**src/sv/ppf_pkg.sv**
```systemverilog
// ---------------------------------------------------------------------------
// ppf_pkg
// Shared types and constants for the packet port filter.
// ---------------------------------------------------------------------------
package ppf_pkg;

   localparam int ROW_WIDTH   = 32;
   localparam int ROW_IDX_W   = 5;
   localparam int QUEUE_DEPTH = 4;
   localparam int QUEUE_PTR_W = 2;

   localparam logic KIND_FRAME = 1'b0;
   localparam logic KIND_TABLE = 1'b1;

   localparam logic [6:0] OFFSET_MAX    = 7'd127;
   localparam logic [6:0] OFF_ETYPE_HI  = 7'd12;
   localparam logic [6:0] OFF_ETYPE_LO  = 7'd13;
   localparam logic [6:0] OFF_IHL       = 7'd14;
   localparam logic [6:0] OFF_PROTO     = 7'd23;
   localparam logic [6:0] OFF_PORT_BASE = 7'd16;

   localparam logic [7:0]  ETH_HDR_LEN  = 8'd14;
   localparam logic [7:0]  IPV4_MIN_LEN = 8'd34;
   localparam logic [7:0]  IP_HDR_MIN   = 8'd20;
   localparam logic [7:0]  TCP_HDR_LEN  = 8'd20;
   localparam logic [7:0]  UDP_HDR_LEN  = 8'd8;
   localparam logic [7:0]  PROTO_TCP    = 8'd6;
   localparam logic [7:0]  PROTO_UDP    = 8'd17;
   localparam logic [15:0] ETYPE_IPV4   = 16'h0800;

   typedef enum logic [1:0] {
      OP_WRITE,
      OP_PASS,
      OP_DROP,
      OP_LOOKUP
   } op_type;

   typedef struct packed {
      op_type      op;
      logic [15:0] port;
      logic        block_bit;
   } entry_type;

   typedef struct packed {
      logic not_empty;
      logic full;
   } queue_status_type;

endpackage

```
**src/sv/ppf_queue.sv**
```systemverilog
// ---------------------------------------------------------------------------
// ppf_queue
// Short in-order queue between the parser and the table stage.
// ---------------------------------------------------------------------------
module ppf_queue (
   input  logic                     clock,
   input  logic                     reset,
   input  logic                     push,
   input  ppf_pkg::entry_type       push_entry,
   input  logic                     pop,
   output ppf_pkg::entry_type       head,
   output ppf_pkg::queue_status_type status
);
   import ppf_pkg::*;

   entry_type              slot_ff [QUEUE_DEPTH];
   logic [QUEUE_PTR_W-1:0] wr_ptr_ff, rd_ptr_ff;
   logic [QUEUE_PTR_W:0]   count_ff, count_in;

   assign head             = slot_ff[rd_ptr_ff];
   assign status.not_empty = (count_ff != '0);
   assign status.full      = (count_ff == (QUEUE_PTR_W + 1)'(QUEUE_DEPTH));

   always_comb begin
      count_in = count_ff;
      unique case ({push, pop})
         2'b10:   count_in = count_ff + 1'b1;
         2'b01:   count_in = count_ff - 1'b1;
         default: count_in = count_ff;
      endcase
   end

   always_ff @(posedge clock) begin
      if (push) begin
         slot_ff[wr_ptr_ff] <= push_entry;
      end
   end

   always_ff @(posedge clock) begin
      if (reset) begin
         wr_ptr_ff <= '0;
         rd_ptr_ff <= '0;
         count_ff  <= '0;
      end else begin
         if (push) begin
            wr_ptr_ff <= wr_ptr_ff + 1'b1;
         end
         if (pop) begin
            rd_ptr_ff <= rd_ptr_ff + 1'b1;
         end
         count_ff <= count_in;
      end
   end

   a_no_overflow: assert property (@(posedge clock) disable iff (reset)
      !(push && status.full))
      else $error("queue push while full");

   a_no_underflow: assert property (@(posedge clock) disable iff (reset)
      !(pop && !status.not_empty))
      else $error("queue pop while empty");

endmodule

```
**config.mk**
```make
export PLATFORM = sky130hd
export DESIGN_NAME = ppf_queue
export DESIGN_NICKNAME = d
export VERILOG_FILES = /design/src/sv/ppf_pkg.sv /design/src/sv/ppf_queue.sv
export SDC_FILE = /design/constraint.sdc
export NUM_CORES = 1
export LEC_CHECK = 0
export ABC_AREA = 1
export BUFFER_PORTS_ARGS = -buffer_cell sky130_fd_sc_hd__buf_2
export CAP_MARGIN = 30
export CORE_ASPECT_RATIO = 1.2
export CORE_UTILIZATION = 45
export CTS_BUF_LIST = sky130_fd_sc_hd__clkbuf_4 sky130_fd_sc_hd__clkbuf_8 sky130_fd_sc_hd__clkbuf_16
export CTS_CLUSTER_DIAMETER = 150
export CTS_CLUSTER_SIZE = 12
export DETAILED_ROUTE_END_ITERATION = 16
export MAX_ROUTING_LAYER = met4
export SLEW_MARGIN = 20
export SYNTH_ARGS = -nofsm -noshare
export SYNTH_HDL_FRONTEND = slang
export SYNTH_SLANG_ARGS = --single-unit
```
**constraint.sdc**
```tcl
create_clock -name clock -period 3.1 [get_ports clock]
set_clock_uncertainty 0.05 [all_clocks]
set_input_delay 0.93 -clock clock [delete_from_list [all_inputs] [get_ports clock]]
set_output_delay 0.93 -clock clock [all_outputs]
set_load 0.03 [all_outputs]
```
==> out/qor.yml <==
outcome:
  outcome: "finished clean"
critical_path:
  r2r_end: "slot_ff[0][10]"
  endpoint: "head[16]"
  critical_path_required_ps: 2120
  critPathArrivalTime_ps: 1730
  reg2reg_depth: 5
  path_max_fanout: 38
  endpoint_kind: "output pin"
  critPathKind: "flop to output pin"
  r2r-start: "wr_ptr_ff[0]"
  r2r_setup_slack_ps: 1740
  slowest_delay_ps: 480
  critPathLaunchType: "flop"
  cpMaxStageDelayCell: "inv_2"
  path_cells: "inv_2 -> o21ai_0 -> o22ai_1 -> buf_2"
cells_and_area:
  layout-drive-gt1-share_pct: 23.9
  fillCellCount: 600
  layout.nets: 321
  layout_commonest_cell: "edfxtp_1"
  syn2layout_area_growth_pct: 14.1
  final_cell_mix: "76 x edfxtp_1, 45 x nor2_1, 43 x buf_2"
  final_util_pct: 54.0
  n_antenna_cell: 0
synthesis:
  synth_seq_cells: 85
  syn-instance-count: 243
  synth_top_area_share_pct: 69.1
  ys_seq_area_share_pct: 74.5
  syn_area_sq_mm: 0.00330
  yosys_warnings: 0
  synth_area_leader_cell: "edfxtp_1"
  synthTopCellsByArea: "edfxtp_1 69%, o21ai_0 6.2%, dfxtp_1 5.5%"
  post_synth_num_cell_types: 22
  synth_fp_nets: 272
  synth_edf_count: 76
  ys_dominant_reg_cell: "edfxtp_1"
  async_reset_ff_share_pct: 0
  avgSynthCellArea_sq_um: 13.6
drt:
  drc: 0
  drt_iter0_drc: 141
  vias: 1983
  ant_nets: 0
  post_drt_wl_per_cell_um: 15.3
  wl_um: 5890
  routed_via_density: 5.16
  first_pass_iters: 4
clock_tree:
  cts_setup_buffers: 0
  cts_buffers: 9
  clk_path_buf_depth: 2
  cts_resized: 0
  clk_latency_ps: 340
  htreeDepth: 3
  cts_tree: "built"
  cts_sinks: 85
  cts_root_buf: "clkbuf_8"
  holdBufCountCts: 0
  path_clk_slew_ps: 80
sta:
  grt_setup_unrepaired: "false"
  setup_viol: 0
  slew_headroom_pct: 57.1
  worstMarginPinSlew_ps: 643
  final_hold_viol_count: 0
  layout_min_cycle_time_ps: 2710
  fin_tns_setup_ps: 0
  slew_viol_final: 0
  max_freq_mhz: 369
  post-route-period-util_pct: 87.3
global_route:
  track_usage_pct: 17.3
  grt_pass1_wl_um: 9190
  grt-ovfl-total: 0
  antenna_found_initial: 0
  grt_pass1_vias: 1929
  grt_max_degree: 39
floorplanning:
  dieWidth_um: 80.2
  die-area_sq_mm: 0.00769
  initial_utilization_pct: 47.3
  dieHeight_um: 95.9
  io_pins: 44
  core_area_sq_mm: 0.00698
  core.rowCount: 33
power:
  p_sw_uw: 603
  power.share.switching_pct: 25.4
  leakagePower_uw: 0.00141
  power_density_mw_per_mm2: 629
  seqPwrFrac_pct: 55.7
  peakVddDrop_uv: 346
  power_frac_comb_pct: 12.5
  p_int_uw: 1770
  clkPwrFrac_pct: 31.8
placed_design:
  port-buffer-count: 43
  hpwl_um: 3480
  gp_congestion: 0.707
worst_hold_path:
  min-delay-path-class: "flop to flop"
job:
  max_cap_violations: 0
worst max-delay path: cells and delay by family, from the launching register on:
| kind | cells | cell delay (ps) |
|---|---|---|
| flops | 1 | 320 |
| buf+inv | 2 | 710 |
| compound gates | 2 | 350 |
cell usage after synthesis (3+ instances only):
cell type / n
nor2_2: 3
o22ai_1: 19
o21ai_0: 41
ha_1: 5
buf_6: 5
a21oi_1: 3
dfxtp_1: 9
nor2_1: 45
nand2_1: 10
inv_1: 13
edfxtp_1: 76
layer usage:
metal	GRT usage (%)	part of all wire [%]	up-vias
met4	8.18	1.4	0
met3	2.84	2.6	8
li1	-	-	976
met5	-	0	-
met1	21.0	44	964
met2	28.3	52	35
flip-flops by register name, indices dropped and copies added, names as in the netlist, named ones only:
name / count
rd_ptr_ff: 2
slot_ff: 76
wr_ptr_ff: 2
count_ff: 3
stage by stage:
stage	total power [uW]	cell area [sq um]	worst slack (ps)	cells	hold slack, ps
CTS	2400	3770	351	384	417
detailed placement	1650	3570	752	368	396
finish	2370	3770	393	384	415
global placement	1640	3570	794	368	394
global route	2470	3770	233	384	450
floorplan	1560	3300	950	243	362
cells by family after synthesis:
kind of cell	Yosys count	share of synthesized area (%)
AOI/OAI and AO/OA	65	10.8
xor gates and xnor gates	1	0.265
adders and majority gates	6	2.50
buffers and inverters	26	4.73
DFF	85	74.5
and+or+nand+nor	60	7.16
worst min path at each step:
stage          cells after the start           end    startpoint
2_1_floorplan                      1          flop  rd_ptr_ff[1]
3_3_place_gp                       1  rd_ptr_ff[1]  rd_ptr_ff[1]
3_5_place_dp                       1  rd_ptr_ff[1]  rd_ptr_ff[1]
4_1_cts                            1  rd_ptr_ff[1]  rd_ptr_ff[1]
5_1_grt                            1          flop  rd_ptr_ff[1]
6_report                           1  rd_ptr_ff[1]  rd_ptr_ff[1]
final cells by class:
cell class / count / area [sq um] / share of cell area, %
clock buffer: 10 / 131 / 3.49
clock inverter: 6 / 63.8 / 1.69
inverter: 15 / 56.3 / 1.49
multi-input combinational: 132 / 684 / 18.2
sequential: 85 / 2460 / 65.4
tap: 87 / 109 / 2.89
timing repair buffer: 49 / 260 / 6.91
power groups by stage:
stage	combinational [uW]	clock [uW]	sequential, uW
finish	295	754	1320
global route	324	822	1330
CTS	301	775	1320
detailed placement	300	0	1350
global placement	295	0	1350
floorplan	212	0	1340
No activity file was read; power rests on OpenSTA's default activity.
