`src/sv/ppf_pkg.sv`:
```
// ---------------------------------------------------------------------------
// ppf_pkg
// Shared types and constants for the packet port filter.
// ---------------------------------------------------------------------------
package ppf_pkg;

   localparam int ROW_WIDTH   = 32;
   localparam int ROW_IDX_W   = 5;
   localparam int QUEUE_DEPTH = 4;
   localparam int QUEUE_PTR_W = 2;

   localparam logic KIND_FRAME = 1'b0;
   localparam logic KIND_TABLE = 1'b1;

   localparam logic [6:0] OFFSET_MAX    = 7'd127;
   localparam logic [6:0] OFF_ETYPE_HI  = 7'd12;
   localparam logic [6:0] OFF_ETYPE_LO  = 7'd13;
   localparam logic [6:0] OFF_IHL       = 7'd14;
   localparam logic [6:0] OFF_PROTO     = 7'd23;
   localparam logic [6:0] OFF_PORT_BASE = 7'd16;

   localparam logic [7:0]  ETH_HDR_LEN  = 8'd14;
   localparam logic [7:0]  IPV4_MIN_LEN = 8'd34;
   localparam logic [7:0]  IP_HDR_MIN   = 8'd20;
   localparam logic [7:0]  TCP_HDR_LEN  = 8'd20;
   localparam logic [7:0]  UDP_HDR_LEN  = 8'd8;
   localparam logic [7:0]  PROTO_TCP    = 8'd6;
   localparam logic [7:0]  PROTO_UDP    = 8'd17;
   localparam logic [15:0] ETYPE_IPV4   = 16'h0800;

   typedef enum logic [1:0] {
      OP_WRITE,
      OP_PASS,
      OP_DROP,
      OP_LOOKUP
   } op_type;

   typedef struct packed {
      op_type      op;
      logic [15:0] port;
      logic        block_bit;
   } entry_type;

   typedef struct packed {
      logic not_empty;
      logic full;
   } queue_status_type;

endpackage

```
`src/sv/ppf_front.sv`:
```
// ---------------------------------------------------------------------------
// ppf_front
// Byte parser: tracks the offset, captures header fields and classifies
// each frame on its last beat; table writes pass straight to the queue.
// ---------------------------------------------------------------------------
module ppf_front (
   input  logic              clock,
   input  logic              reset,
   input  logic              req_valid,
   output logic              req_stall,
   input  logic              req_kind,
   input  logic [7:0]        req_frame_byte,
   input  logic              req_frame_last,
   input  logic [15:0]       req_table_port,
   input  logic              req_block_bit,
   input  logic              hold,
   output logic              push,
   output ppf_pkg::entry_type entry
);
   import ppf_pkg::*;

   logic [6:0]  offset_ff, offset_in;
   logic [15:0] etype_ff, etype_in;
   logic [3:0]  hlen_ff, hlen_in;
   logic [7:0]  proto_ff, proto_in;
   logic [15:0] dport_ff, dport_in;
   logic        accept;
   logic        frame_beat;
   logic [6:0]  port_at;
   logic [7:0]  frame_len;
   logic [7:0]  hdr_bytes;
   logic [7:0]  l4_at;
   op_type      verdict_op;

   assign req_stall  = hold;
   assign accept     = req_valid && !hold;
   assign frame_beat = accept && (req_kind == KIND_FRAME);

   always_comb begin
      etype_in = etype_ff;
      hlen_in  = hlen_ff;
      proto_in = proto_ff;
      dport_in = dport_ff;
      if (offset_ff == OFF_ETYPE_HI) begin
         etype_in = {req_frame_byte, etype_ff[7:0]};
      end else if (offset_ff == OFF_ETYPE_LO) begin
         etype_in = {etype_ff[15:8], req_frame_byte};
      end else if (offset_ff == OFF_IHL) begin
         hlen_in = req_frame_byte[3:0];
      end else if (offset_ff == OFF_PROTO) begin
         proto_in = req_frame_byte;
      end
      port_at = OFF_PORT_BASE + {1'b0, hlen_in, 2'b00};
      if (offset_ff > OFF_IHL) begin
         if (offset_ff == port_at) begin
            dport_in = {req_frame_byte, dport_ff[7:0]};
         end else if (offset_ff == port_at + 7'd1) begin
            dport_in = {dport_ff[15:8], req_frame_byte};
         end
      end
   end

   always_comb begin
      frame_len = {1'b0, offset_ff} + 8'd1;
      hdr_bytes = {2'b00, hlen_in, 2'b00};
      l4_at     = ETH_HDR_LEN + hdr_bytes;
      priority if (frame_len < ETH_HDR_LEN) begin
         verdict_op = OP_DROP;
      end else if (etype_in != ETYPE_IPV4) begin
         verdict_op = OP_PASS;
      end else if (frame_len < IPV4_MIN_LEN) begin
         verdict_op = OP_DROP;
      end else if (hdr_bytes < IP_HDR_MIN || l4_at > frame_len) begin
         verdict_op = OP_PASS;
      end else if (proto_in == PROTO_TCP) begin
         verdict_op = (l4_at + TCP_HDR_LEN > frame_len) ? OP_PASS : OP_LOOKUP;
      end else if (proto_in == PROTO_UDP) begin
         verdict_op = (l4_at + UDP_HDR_LEN > frame_len) ? OP_PASS : OP_LOOKUP;
      end else begin
         verdict_op = OP_PASS;
      end
   end

   always_comb begin
      offset_in = (offset_ff < OFFSET_MAX) ? offset_ff + 7'd1 : offset_ff;
   end

   always_ff @(posedge clock) begin
      if (reset) begin
         offset_ff <= '0;
         etype_ff  <= '0;
         hlen_ff   <= '0;
         proto_ff  <= '0;
         dport_ff  <= '0;
      end else if (frame_beat) begin
         if (req_frame_last) begin
            offset_ff <= '0;
            etype_ff  <= '0;
            hlen_ff   <= '0;
            proto_ff  <= '0;
            dport_ff  <= '0;
         end else begin
            offset_ff <= offset_in;
            etype_ff  <= etype_in;
            hlen_ff   <= hlen_in;
            proto_ff  <= proto_in;
            dport_ff  <= dport_in;
         end
      end
   end

   always_comb begin
      push = accept && (req_kind == KIND_TABLE || req_frame_last);
      if (req_kind == KIND_TABLE) begin
         entry.op        = OP_WRITE;
         entry.port      = req_table_port;
         entry.block_bit = req_block_bit;
      end else begin
         entry.op        = verdict_op;
         entry.port      = dport_in;
         entry.block_bit = 1'b0;
      end
   end

   a_last_clears_offset: assert property (@(posedge clock) disable iff (reset)
      frame_beat && req_frame_last |=> offset_ff == 7'd0)
      else $error("offset not cleared after last beat");

endmodule

```
`config.mk`:
```
export PLATFORM = sky130hd
export DESIGN_NAME = ppf_front
export DESIGN_NICKNAME = d
export VERILOG_FILES = /design/src/sv/ppf_pkg.sv /design/src/sv/ppf_front.sv
export SDC_FILE = /design/constraint.sdc
export NUM_CORES = 1
export LEC_CHECK = 0
export ABC_AREA = 0
export BUFFER_PORTS_ARGS = -buffer_cell sky130_fd_sc_hd__buf_2
export CAP_MARGIN = 20
export CORE_UTILIZATION = 40
export DETAILED_ROUTE_END_ITERATION = 16
export GPL_TIMING_DRIVEN = 0
export HOLD_SLACK_MARGIN = 0.08
export MAX_ROUTING_LAYER = met4
export PLACE_DENSITY = 0.59
export SKIP_LAST_GASP = 1
export SLEW_MARGIN = 20
export SYNTH_ARGS = -nofsm -noshare
export SYNTH_HDL_FRONTEND = slang
export SYNTH_SLANG_ARGS = --single-unit
```
`constraint.sdc`:
```
create_clock -name clock -period 5.3 [get_ports clock]
set_input_delay 0.265 -clock clock [delete_from_list [all_inputs] [get_ports clock]]
set_output_delay 0.265 -clock clock [all_outputs]
set_load 0.01 [all_outputs]
```
==> results of run 1 <==
==> power breakdown <==
group          internal [mW]  total [mW]  switching [mW]
sequential             0.383       0.383        0.000669
clock                 0.0933       0.228           0.135
combinational         0.0294      0.0896          0.0602
==> final timing paths <==
path / slack, ps / cells after the start / endpoint / from
worst max-delay path: 180 / 19 / entry[18] / offset_ff[1]
worst min-delay path: 390 / 3 / etype_ff[5] / req_frame_byte[5]
worst max register to register: 1230 / 16 / dport_ff[5] / offset_ff[1]
worst min register to register: 490 / 2 / dport_ff[14] / dport_ff[14]
==> metal layers <==
metal | GRT usage, % | vias to the layer above | wire, µm
li1 | - | 2006 | -
met4 | 4.66 | 0 | 182
met2 | 36.5 | 128 | 5760
met3 | 2.83 | 16 | 623
met5 | - | - | 0
met1 | 33.7 | 2027 | 5970
==> through the flow <==
stage | total power, mW | cell area, µm² | instances | utilization, %
after floorplan | 0.442 | 4120 | 506 | -
after global placement | 0.480 | 4510 | 683 | 45.7
after detailed placement | 0.480 | 4510 | 683 | 45.7
after CTS | 0.707 | 4620 | 691 | 46.8
after global routing | 0.733 | 4660 | 693 | 47.2
final | 0.701 | 4660 | 693 | 47.2
==> cell type report <==
| type | instances | area (µm²) | area share [%] |
|---|---|---|---|
| plain buffers | 46 | 221 | 4.75 |
| clock buffers | 5 | 68.8 | 1.48 |
| clock inverters | 3 | 18.8 | 0.403 |
| inverters | 19 | 71.3 | 1.53 |
| multi-input cells | 390 | 2850 | 61.2 |
| flip-flops and latches | 51 | 1030 | 22.0 |
| well taps | 133 | 166 | 3.57 |
| repair buffers | 46 | 235 | 5.05 |
==> cell families (layout without fill, tap and decap cells) <==
group                    count (synthesis)  after routing
AO/OA/AOI/OAI                          124            124
buffers and inverters                   65            119
AND/OR/NAND/NOR                        212            212
multiplexers                            15             15
XOR/XNOR                                12             12
flip-flops                              51             51
adder cells (fa/ha/maj)                 27             27
==> cell usage after synthesis (13+ instances only) <==
| cell type | count |
|---|---|
| a21oi_1 | 13 |
| a22oi_1 | 33 |
| clkbuf_1 | 27 |
| dfxtp_1 | 51 |
| ha_1 | 27 |
| inv_1 | 16 |
| mux2i_1 | 14 |
| nand2_1 | 22 |
| nand2b_1 | 15 |
| nand3_1 | 13 |
| nor2_1 | 48 |
| nor2b_1 | 14 |
| nor4_1 | 15 |
==> registers in the layout, indices dropped and copies added, names as in the netlist <==
name,flops
dport_ff,16
etype_ff,16
hlen_ff,4
offset_ff,7
proto_ff,8
==> worst max-delay path, delay by kind of cell, from the launching register on <==
family                     cells  cell delay [ps]
DFF                            1              410
AOI/OAI and AO/OA              7             1090
and+or+nand+nor                6             1900
buffers and inverters          3              420
adders and majority gates      3              730
==> what timing repair did <==
action	CTS	global route
hold buffers	0	0
gates resized for setup	5	7
endpoints found under the setup margin	1	1
buffers inserted	0	2
pin swaps	0	1
==> impl_table.tex, run 1 <==
\begin{tabular}{lr}
\hline
Metric & Value \\
\hline
\multicolumn{2}{l}{\textbf{Synth}} \\
\quad Mapped Area & 0.00412 mm² \\
\quad Post-Synth Simple-Gate Area & 31.3\% \\
\quad Fraction of synthesis flops using an asynchronous set or reset pin & 0\% \\
\quad Synth unique cells & 71 \\
\quad Post-synthesis sequential area ratio & 24.8\% \\
\quad Multiplexer share of the synthesized area & 3.73\% \\
\quad Area leader, netlist & dfxtp\_1 \\
\quad Post-synth EDFFs & 0 \\
\quad Register bit count reported by yosys & 51 \\
\quad Most area-consuming cells after synthesis & dfxtp\_1 (25\%), ha\_1 (8.2\%), a22oi\_1 (6.0\%) \\
\quad Warnings, synthesis & 0 \\
\quad Main combinational cell family by area after synthesis & simple AND/OR/NAND/NOR gates \\
\quad Share of the synthesized area in the top cell type & 24.8\% \\
\quad Xor and xnor area share after synthesis & 2.55\% \\
\quad Syn Area/Cell & 8.15 µm² \\
\quad Nets in the synthesized netlist & 564 \\
\quad Top\_reg\_cell synth & dfxtp\_1 \\
\quad Post-synthesis adder-cell area fraction & 8.19\% \\
\quad Cell count after synthesis & 506 \\
\quad Post-synthesis compound-gate area fraction & 22.4\% \\
\multicolumn{2}{l}{\textbf{Clock tree}} \\
\quad Clk sinks & 51 \\
\quad CTS clk-pin slew, worst paths & 100 ps \\
\quad Clock insertion delay at the later pin of the skew report & 310 ps \\
\quad H-tree levels & 2 \\
\quad Number of clock buffers inserted by TritonCTS & 5 \\
\quad Max clock buf depth & 2 \\
\quad Root Buffer & clkbuf\_8 \\
\quad Clock tree from TritonCTS & built \\
\multicolumn{2}{l}{\textbf{Worst setup path}} \\
\quad Data required, critical path & 5040 ps \\
\quad Nature of the critical path startpoint & register \\
\quad Kind of end point of the critical path & primary output \\
\quad Delay contributed by the slowest stage of the critical path & 530 ps \\
\quad Worst path arrival time & 4860 ps \\
\quad Startpoint-to-endpoint class of the critical path & reg2out \\
\quad Slowest stage cell, crit path & or4\_1 \\
\quad Largest fanout on the critical path & 9 \\
\quad CP cell instances & inv\_1 -> ha\_1 -> buf\_2 -> or3b\_4 -> o31ai\_1 -> and2\_4 -> ha\_2 -> a21oi\_2 -> o21ba\_1 -> a211oi\_1 -> or4\_1 -> ha\_1 -> nand4\_1 -> or3\_1 -> o31a\_1 -> o22ai\_1 -> a41oi\_1 -> nor3\_1 -> buf\_2 \\
\multicolumn{2}{l}{\textbf{Drt}} \\
\quad Total via count in the routed design & 4177 \\
\quad Total detailed-routing wirelength & 12500 µm \\
\quad \# DRC & 0 \\
\quad First-iteration detailed-routing DRC count & 306 \\
\quad Post-DR wirelength/cell & 18.1 µm \\
\quad Via density per instance & 6.03 \\
\quad ANT nets after route & 0 \\
\quad Number of search-and-repair iterations in the first detailed-routing pass & 6 \\
\multicolumn{2}{l}{\textbf{STA}} \\
\quad Fin crit share & 96.6\% \\
\quad RSZ-0062 raised after global routing & false \\
\quad Final-layout setup total negative slack & 0 ps \\
\quad Crit path time final & 5120 ps \\
\quad Max-slew violation total from the final report & 0 \\
\quad Final setup violation count & 0 \\
\quad Worst Skew & 7.19 ps \\
\quad Max-slew headroom at the worst pin & 45.7\% \\
\quad Maximum achievable frequency & 195 MHz \\
\quad Fin. Hold Viols & 0 \\
\quad Slew of the pin with the lowest slew margin & 814 ps \\
\quad Worst slack on hold paths & 393 ps \\
\quad Worst Setup Slack, final & 178 ps \\
\multicolumn{2}{l}{\textbf{Floorplan}} \\
\quad Floorplan die height & 104 µm \\
\quad Row count & 36 \\
\quad Horizontal die dimension & 104 µm \\
\quad Number of ports placed on the die boundary & 52 \\
\quad Area of the core & 0.00986 mm² \\
\quad Total Die Area & 0.0107 mm² \\
\quad Initial core utilization & 41.8\% \\
\multicolumn{2}{l}{\textbf{Finish}} \\
\quad Layout area overhead & 13.0\% \\
\quad Share of final-layout standard cells stronger than drive strength 1 & 17.7\% \\
\quad Number of fill cells in the layout & 991 \\
\quad N\_diodes & 0 \\
\quad Post-layout net count & 617 \\
\quad Most common library cell in the layout ignoring fill and taps & buf\_2 \\
\quad Commonest non-fill, non-tap cells in the layout & buf\_2 (53), dfxtp\_1 (49), nor2\_1 (48) \\
\multicolumn{2}{l}{\textbf{Power and ir drop}} \\
\quad Power per cell area & 150 mW/mm² \\
\quad Peak VDD IR & 0.159 mV \\
\quad Total leakage power & 1.75 nW \\
\multicolumn{2}{l}{\textbf{Placement}} \\
\quad Final weighted congestion in routability-driven placement & 0.907 \\
\quad Half-perimeter wire length after detailed placement & 9230 µm \\
\quad Count of port buffers added during placement & 44 \\
\quad Pre-CTS setup slack & 117 ps \\
\multicolumn{2}{l}{\textbf{Global route}} \\
\quad Vias in the first global route & 3795 \\
\quad Pin count of the biggest net entering global routing & 17 \\
\quad First-pass GRT wire length & 20100 µm \\
\quad Number of antenna violations at the first check in global routing & 0 \\
\quad Total overflow reported by the global router & 0 \\
\quad Global-route usage over all layers & 23.8\% \\
\multicolumn{2}{l}{\textbf{Job}} \\
\quad Max-cap viol count & 0 \\
\multicolumn{2}{l}{\textbf{Status}} \\
\quad Outcome & finished clean \\
\multicolumn{2}{l}{\textbf{Hold path}} \\
\quad Class of the most critical hold timing path & in2reg \\
\hline
\end{tabular}
(Power assumes the default switching activity.)
==> inputs of run 2 (changes only) <==
--- a/config.mk
+++ b/config.mk
@@ -12,3 +12,2 @@
 export DETAILED_ROUTE_END_ITERATION = 16
-export GPL_TIMING_DRIVEN = 0
 export HOLD_SLACK_MARGIN = 0.08
--- a/constraint.sdc
+++ b/constraint.sdc
@@ -3,2 +3,2 @@
 set_output_delay 0.265 -clock clock [all_outputs]
-set_load 0.01 [all_outputs]
+set_load 0.02 [all_outputs]
==> impl_table.tex, run 2 (same netlist as run 1, synthesis figures left out) <==
\begin{tabular}{lr}
\hline
Metric & Value \\
\hline
\multicolumn{2}{l}{\textbf{Power and ir drop}} \\
\quad Logic gate share of total power & 11.5\% (-1.3 points) \\
\quad Internal cell power & 565 µW (+12\%) \\
\quad Total leakage power & 1.71 nW (-2.4\%) \\
\quad Sw power & 203 µW (+3.9\%) \\
\quad Peak VDD IR & 0.111 mV (-30\%) \\
\quad Sequential Power Share & 49.9\% (-4.8 points) \\
\quad Post-layout power & 768 µW (+9.6\%) \\
\quad Sw Share & 26.5\% (-1.4 points) \\
\quad Power per cell area & 169 mW/mm² (+12\%) \\
\quad Fraction of power consumed by the clock network & 38.7\% (+6.2 points) \\
\multicolumn{2}{l}{\textbf{Worst setup path}} \\
\quad Startpoint-to-endpoint class of the critical path & reg2out \\
\quad Kind of end point of the critical path & primary output \\
\quad Data required, critical path & 5040 ps (about the same) \\
\quad Slowest stage cell, crit path & or4\_1 \\
\quad Top Family by Delay on Critical Path & simple AND/OR/NAND/NOR gates \\
\quad Worst path arrival time & 4790 ps (-70 ps) \\
\quad Buf+Inv Stages, Crit Path & 3 (unchanged) \\
\quad Nature of the critical path startpoint & register \\
\quad CP cell instances & inv\_1 -> ha\_2 -> or3b\_4 -> o31ai\_1 -> and2\_1 -> ha\_1 -> nand2b\_1 -> inv\_1 -> nand2\_1 -> a21oi\_1 -> or4\_1 -> ha\_1 -> nand4\_1 -> or3\_1 -> o31a\_1 -> o22ai\_1 -> a41oi\_1 -> nor3\_2 -> buf\_2 \\
\quad Largest fanout on the critical path & 9 (unchanged) \\
\quad Worst r2r src & offset\_ff[1] \\
\quad CP startpoint & offset\_ff[1] \\
\quad Number of gates on the worst path with buffers counted & 19 (unchanged) \\
\quad Delay contributed by the slowest stage of the critical path & 490 ps (-40 ps) \\
\quad Worst Reg-to-Reg Cells & 14 (-2) \\
\multicolumn{2}{l}{\textbf{Finish}} \\
\quad Top Registers & dport\_ff x16, etype\_ff x16, proto\_ff x8 \\
\quad Layout area overhead & 10.1\% \\
\quad Share of final-layout standard cells stronger than drive strength 1 & 17.5\% (-0.19 points) \\
\quad Post-route design area & 0.00454 mm² (-2.5\%) \\
\quad Most common library cell in the layout ignoring fill and taps & buf\_2 \\
\quad Post-layout net count & 583 (-5.5\%) \\
\quad N\_diodes & 0 (unchanged) \\
\quad Number of fill cells in the layout & 1000 (+0.91\%) \\
\quad Commonest non-fill, non-tap cells in the layout & buf\_2 (51), dfxtp\_1 (49), nor2\_1 (48) \\
\multicolumn{2}{l}{\textbf{Clock tree}} \\
\quad Root Buffer & clkbuf\_8 \\
\quad H-tree levels & 2 (unchanged) \\
\quad Clk sinks & 51 (unchanged) \\
\quad Clock insertion delay at the later pin of the skew report & 310 ps (about the same) \\
\quad Max clock buf depth & 2 (unchanged) \\
\quad Cts-stage hold buffer count & 0 (unchanged) \\
\quad Number of clock buffers inserted by TritonCTS & 5 (unchanged) \\
\quad CTS clk-pin slew, worst paths & 100 ps (about the same) \\
\quad Clock tree from TritonCTS & built \\
\multicolumn{2}{l}{\textbf{Floorplan}} \\
\quad Row count & 36 (unchanged) \\
\quad Horizontal die dimension & 104 µm (unchanged) \\
\quad Floorplan die height & 104 µm (unchanged) \\
\quad Number of ports placed on the die boundary & 52 (unchanged) \\
\quad Area of the core & 0.00986 mm² (unchanged) \\
\quad Total Die Area & 0.0107 mm² (unchanged) \\
\quad Initial core utilization & 41.8\% (unchanged) \\
\multicolumn{2}{l}{\textbf{Global route}} \\
\quad First-pass GRT wire length & 18900 µm (-6.0\%) \\
\quad Vias in the first global route & 3667 (-3.4\%) \\
\quad Total overflow reported by the global router & 0 (unchanged) \\
\quad Number of antenna violations at the first check in global routing & 0 (unchanged) \\
\quad Global-route usage over all layers & 22.1\% (-1.8 points) \\
\quad Pin count of the biggest net entering global routing & 53 (+36) \\
\multicolumn{2}{l}{\textbf{STA}} \\
\quad Worst Setup Slack, final & 249 ps (+71.6 ps) \\
\quad Worst slack on hold paths & 380 ps (-13.1 ps) \\
\quad Maximum achievable frequency & 198 MHz (+1.4\%) \\
\quad Final setup violation count & 0 (unchanged) \\
\quad Max-slew headroom at the worst pin & 36.6\% (-9.1 points) \\
\quad Worst Skew & 6.48 ps (-0.704 ps) \\
\quad Crit path time final & 5050 ps (-71.6 ps) \\
\quad Slew of the pin with the lowest slew margin & 951 ps (+137 ps) \\
\quad Fin crit share & 95.3\% (-1.4 points) \\
\quad Fin. Hold Viols & 0 (unchanged) \\
\quad Max-slew violation total from the final report & 0 (unchanged) \\
\multicolumn{2}{l}{\textbf{Drt}} \\
\quad \# DRC & 0 (unchanged) \\
\quad Via density per instance & 5.96 (-1.2\%) \\
\quad Number of search-and-repair iterations in the first detailed-routing pass & 5 (-1) \\
\quad Post-DR wirelength/cell & 17.3 µm (-4.2\%) \\
\quad Total detailed-routing wirelength & 11400 µm (-8.9\%) \\
\quad Total via count in the routed design & 3925 (-6.0\%) \\
\quad First-iteration detailed-routing DRC count & 254 (-17\%) \\
\quad ANT nets after route & 0 (unchanged) \\
\multicolumn{2}{l}{\textbf{Status}} \\
\quad Outcome & finished clean \\
\multicolumn{2}{l}{\textbf{Placement}} \\
\quad Half-perimeter wire length after detailed placement & 8100 µm (-12\%) \\
\quad Final weighted congestion in routability-driven placement & 0.888 (-2.1\%) \\
\quad Pre-CTS setup slack & 255 ps (+138 ps) \\
\quad Count of port buffers added during placement & 51 (+16\%) \\
\quad Post-DP Area & 0.00437 mm² (-3.1\%) \\
\multicolumn{2}{l}{\textbf{Hold path}} \\
\quad Class of the most critical hold timing path & in2reg \\
\quad Number of cells traversed by the worst hold path & 3 (unchanged) \\
\quad Startpoint of the worst hold path & req\_frame\_byte[6] \\
\multicolumn{2}{l}{\textbf{Job}} \\
\quad Max-cap viol count & 0 (unchanged) \\
\hline
\end{tabular}
==> run 2: final timing paths <==
check                  to  slack (ps)
max             entry[18]         250
min           proto_ff[6]         380
max reg2reg   dport_ff[9]        1650
min reg2reg  dport_ff[13]         490
==> run 2: per-layer routing <==
layer	vias to the layer above	global-route usage (%)	share of wire, %
li1	1938	-	-
met1	1854	30.5	49
met2	115	33.9	45
met3	18	3.02	4.4
met4	0	5.28	1.4
met5	-	-	0
==> run 2: layout make-up <==
type | count | area (µm²) | share of cell area, %
Sequential cell | 51 | 1030 | 22.7
Timing Repair Buffer | 58 | 308 | 6.78
Inverter | 19 | 71.3 | 1.57
Clock buffer | 6 | 82.6 | 1.82
Clock inverter | 2 | 38.8 | 0.854
Tap cell | 133 | 166 | 3.66
Multi-Input combinational cell | 390 | 2850 | 62.7
==> run 2: tightest hold or removal path, stage by stage <==
cell and delay, ps:
buf_2 220, a22oi_1 100, nor2_1 70
==> run 2: repair_timing <==
item | CTS | global route
setup buffers | 0 | 1
resized for setup | 3 | 9
pin swaps | 0 | 1
setup endpoints to repair | 1 | 1
==> run 2: per-stage QoR <==
step                      util (%)  std cells  setup TNS (ps)
after floorplan                  -        506               0
after global routing          46.0        659           -33.3
final                         46.0        659               0
after CTS                     45.6        658               0
after global placement        44.3        650               0
after detailed placement      44.3        650               0
==> run 2: power groups by stage <==
stage               Clock, mW  Sequential [mW]  Combinational [mW]
global route            0.318            0.383              0.0954
global placement            0            0.393              0.0862
CTS                     0.306            0.384              0.0876
finish                  0.297            0.383              0.0881
floorplan                   0            0.393              0.0558
detailed placement          0            0.393              0.0871
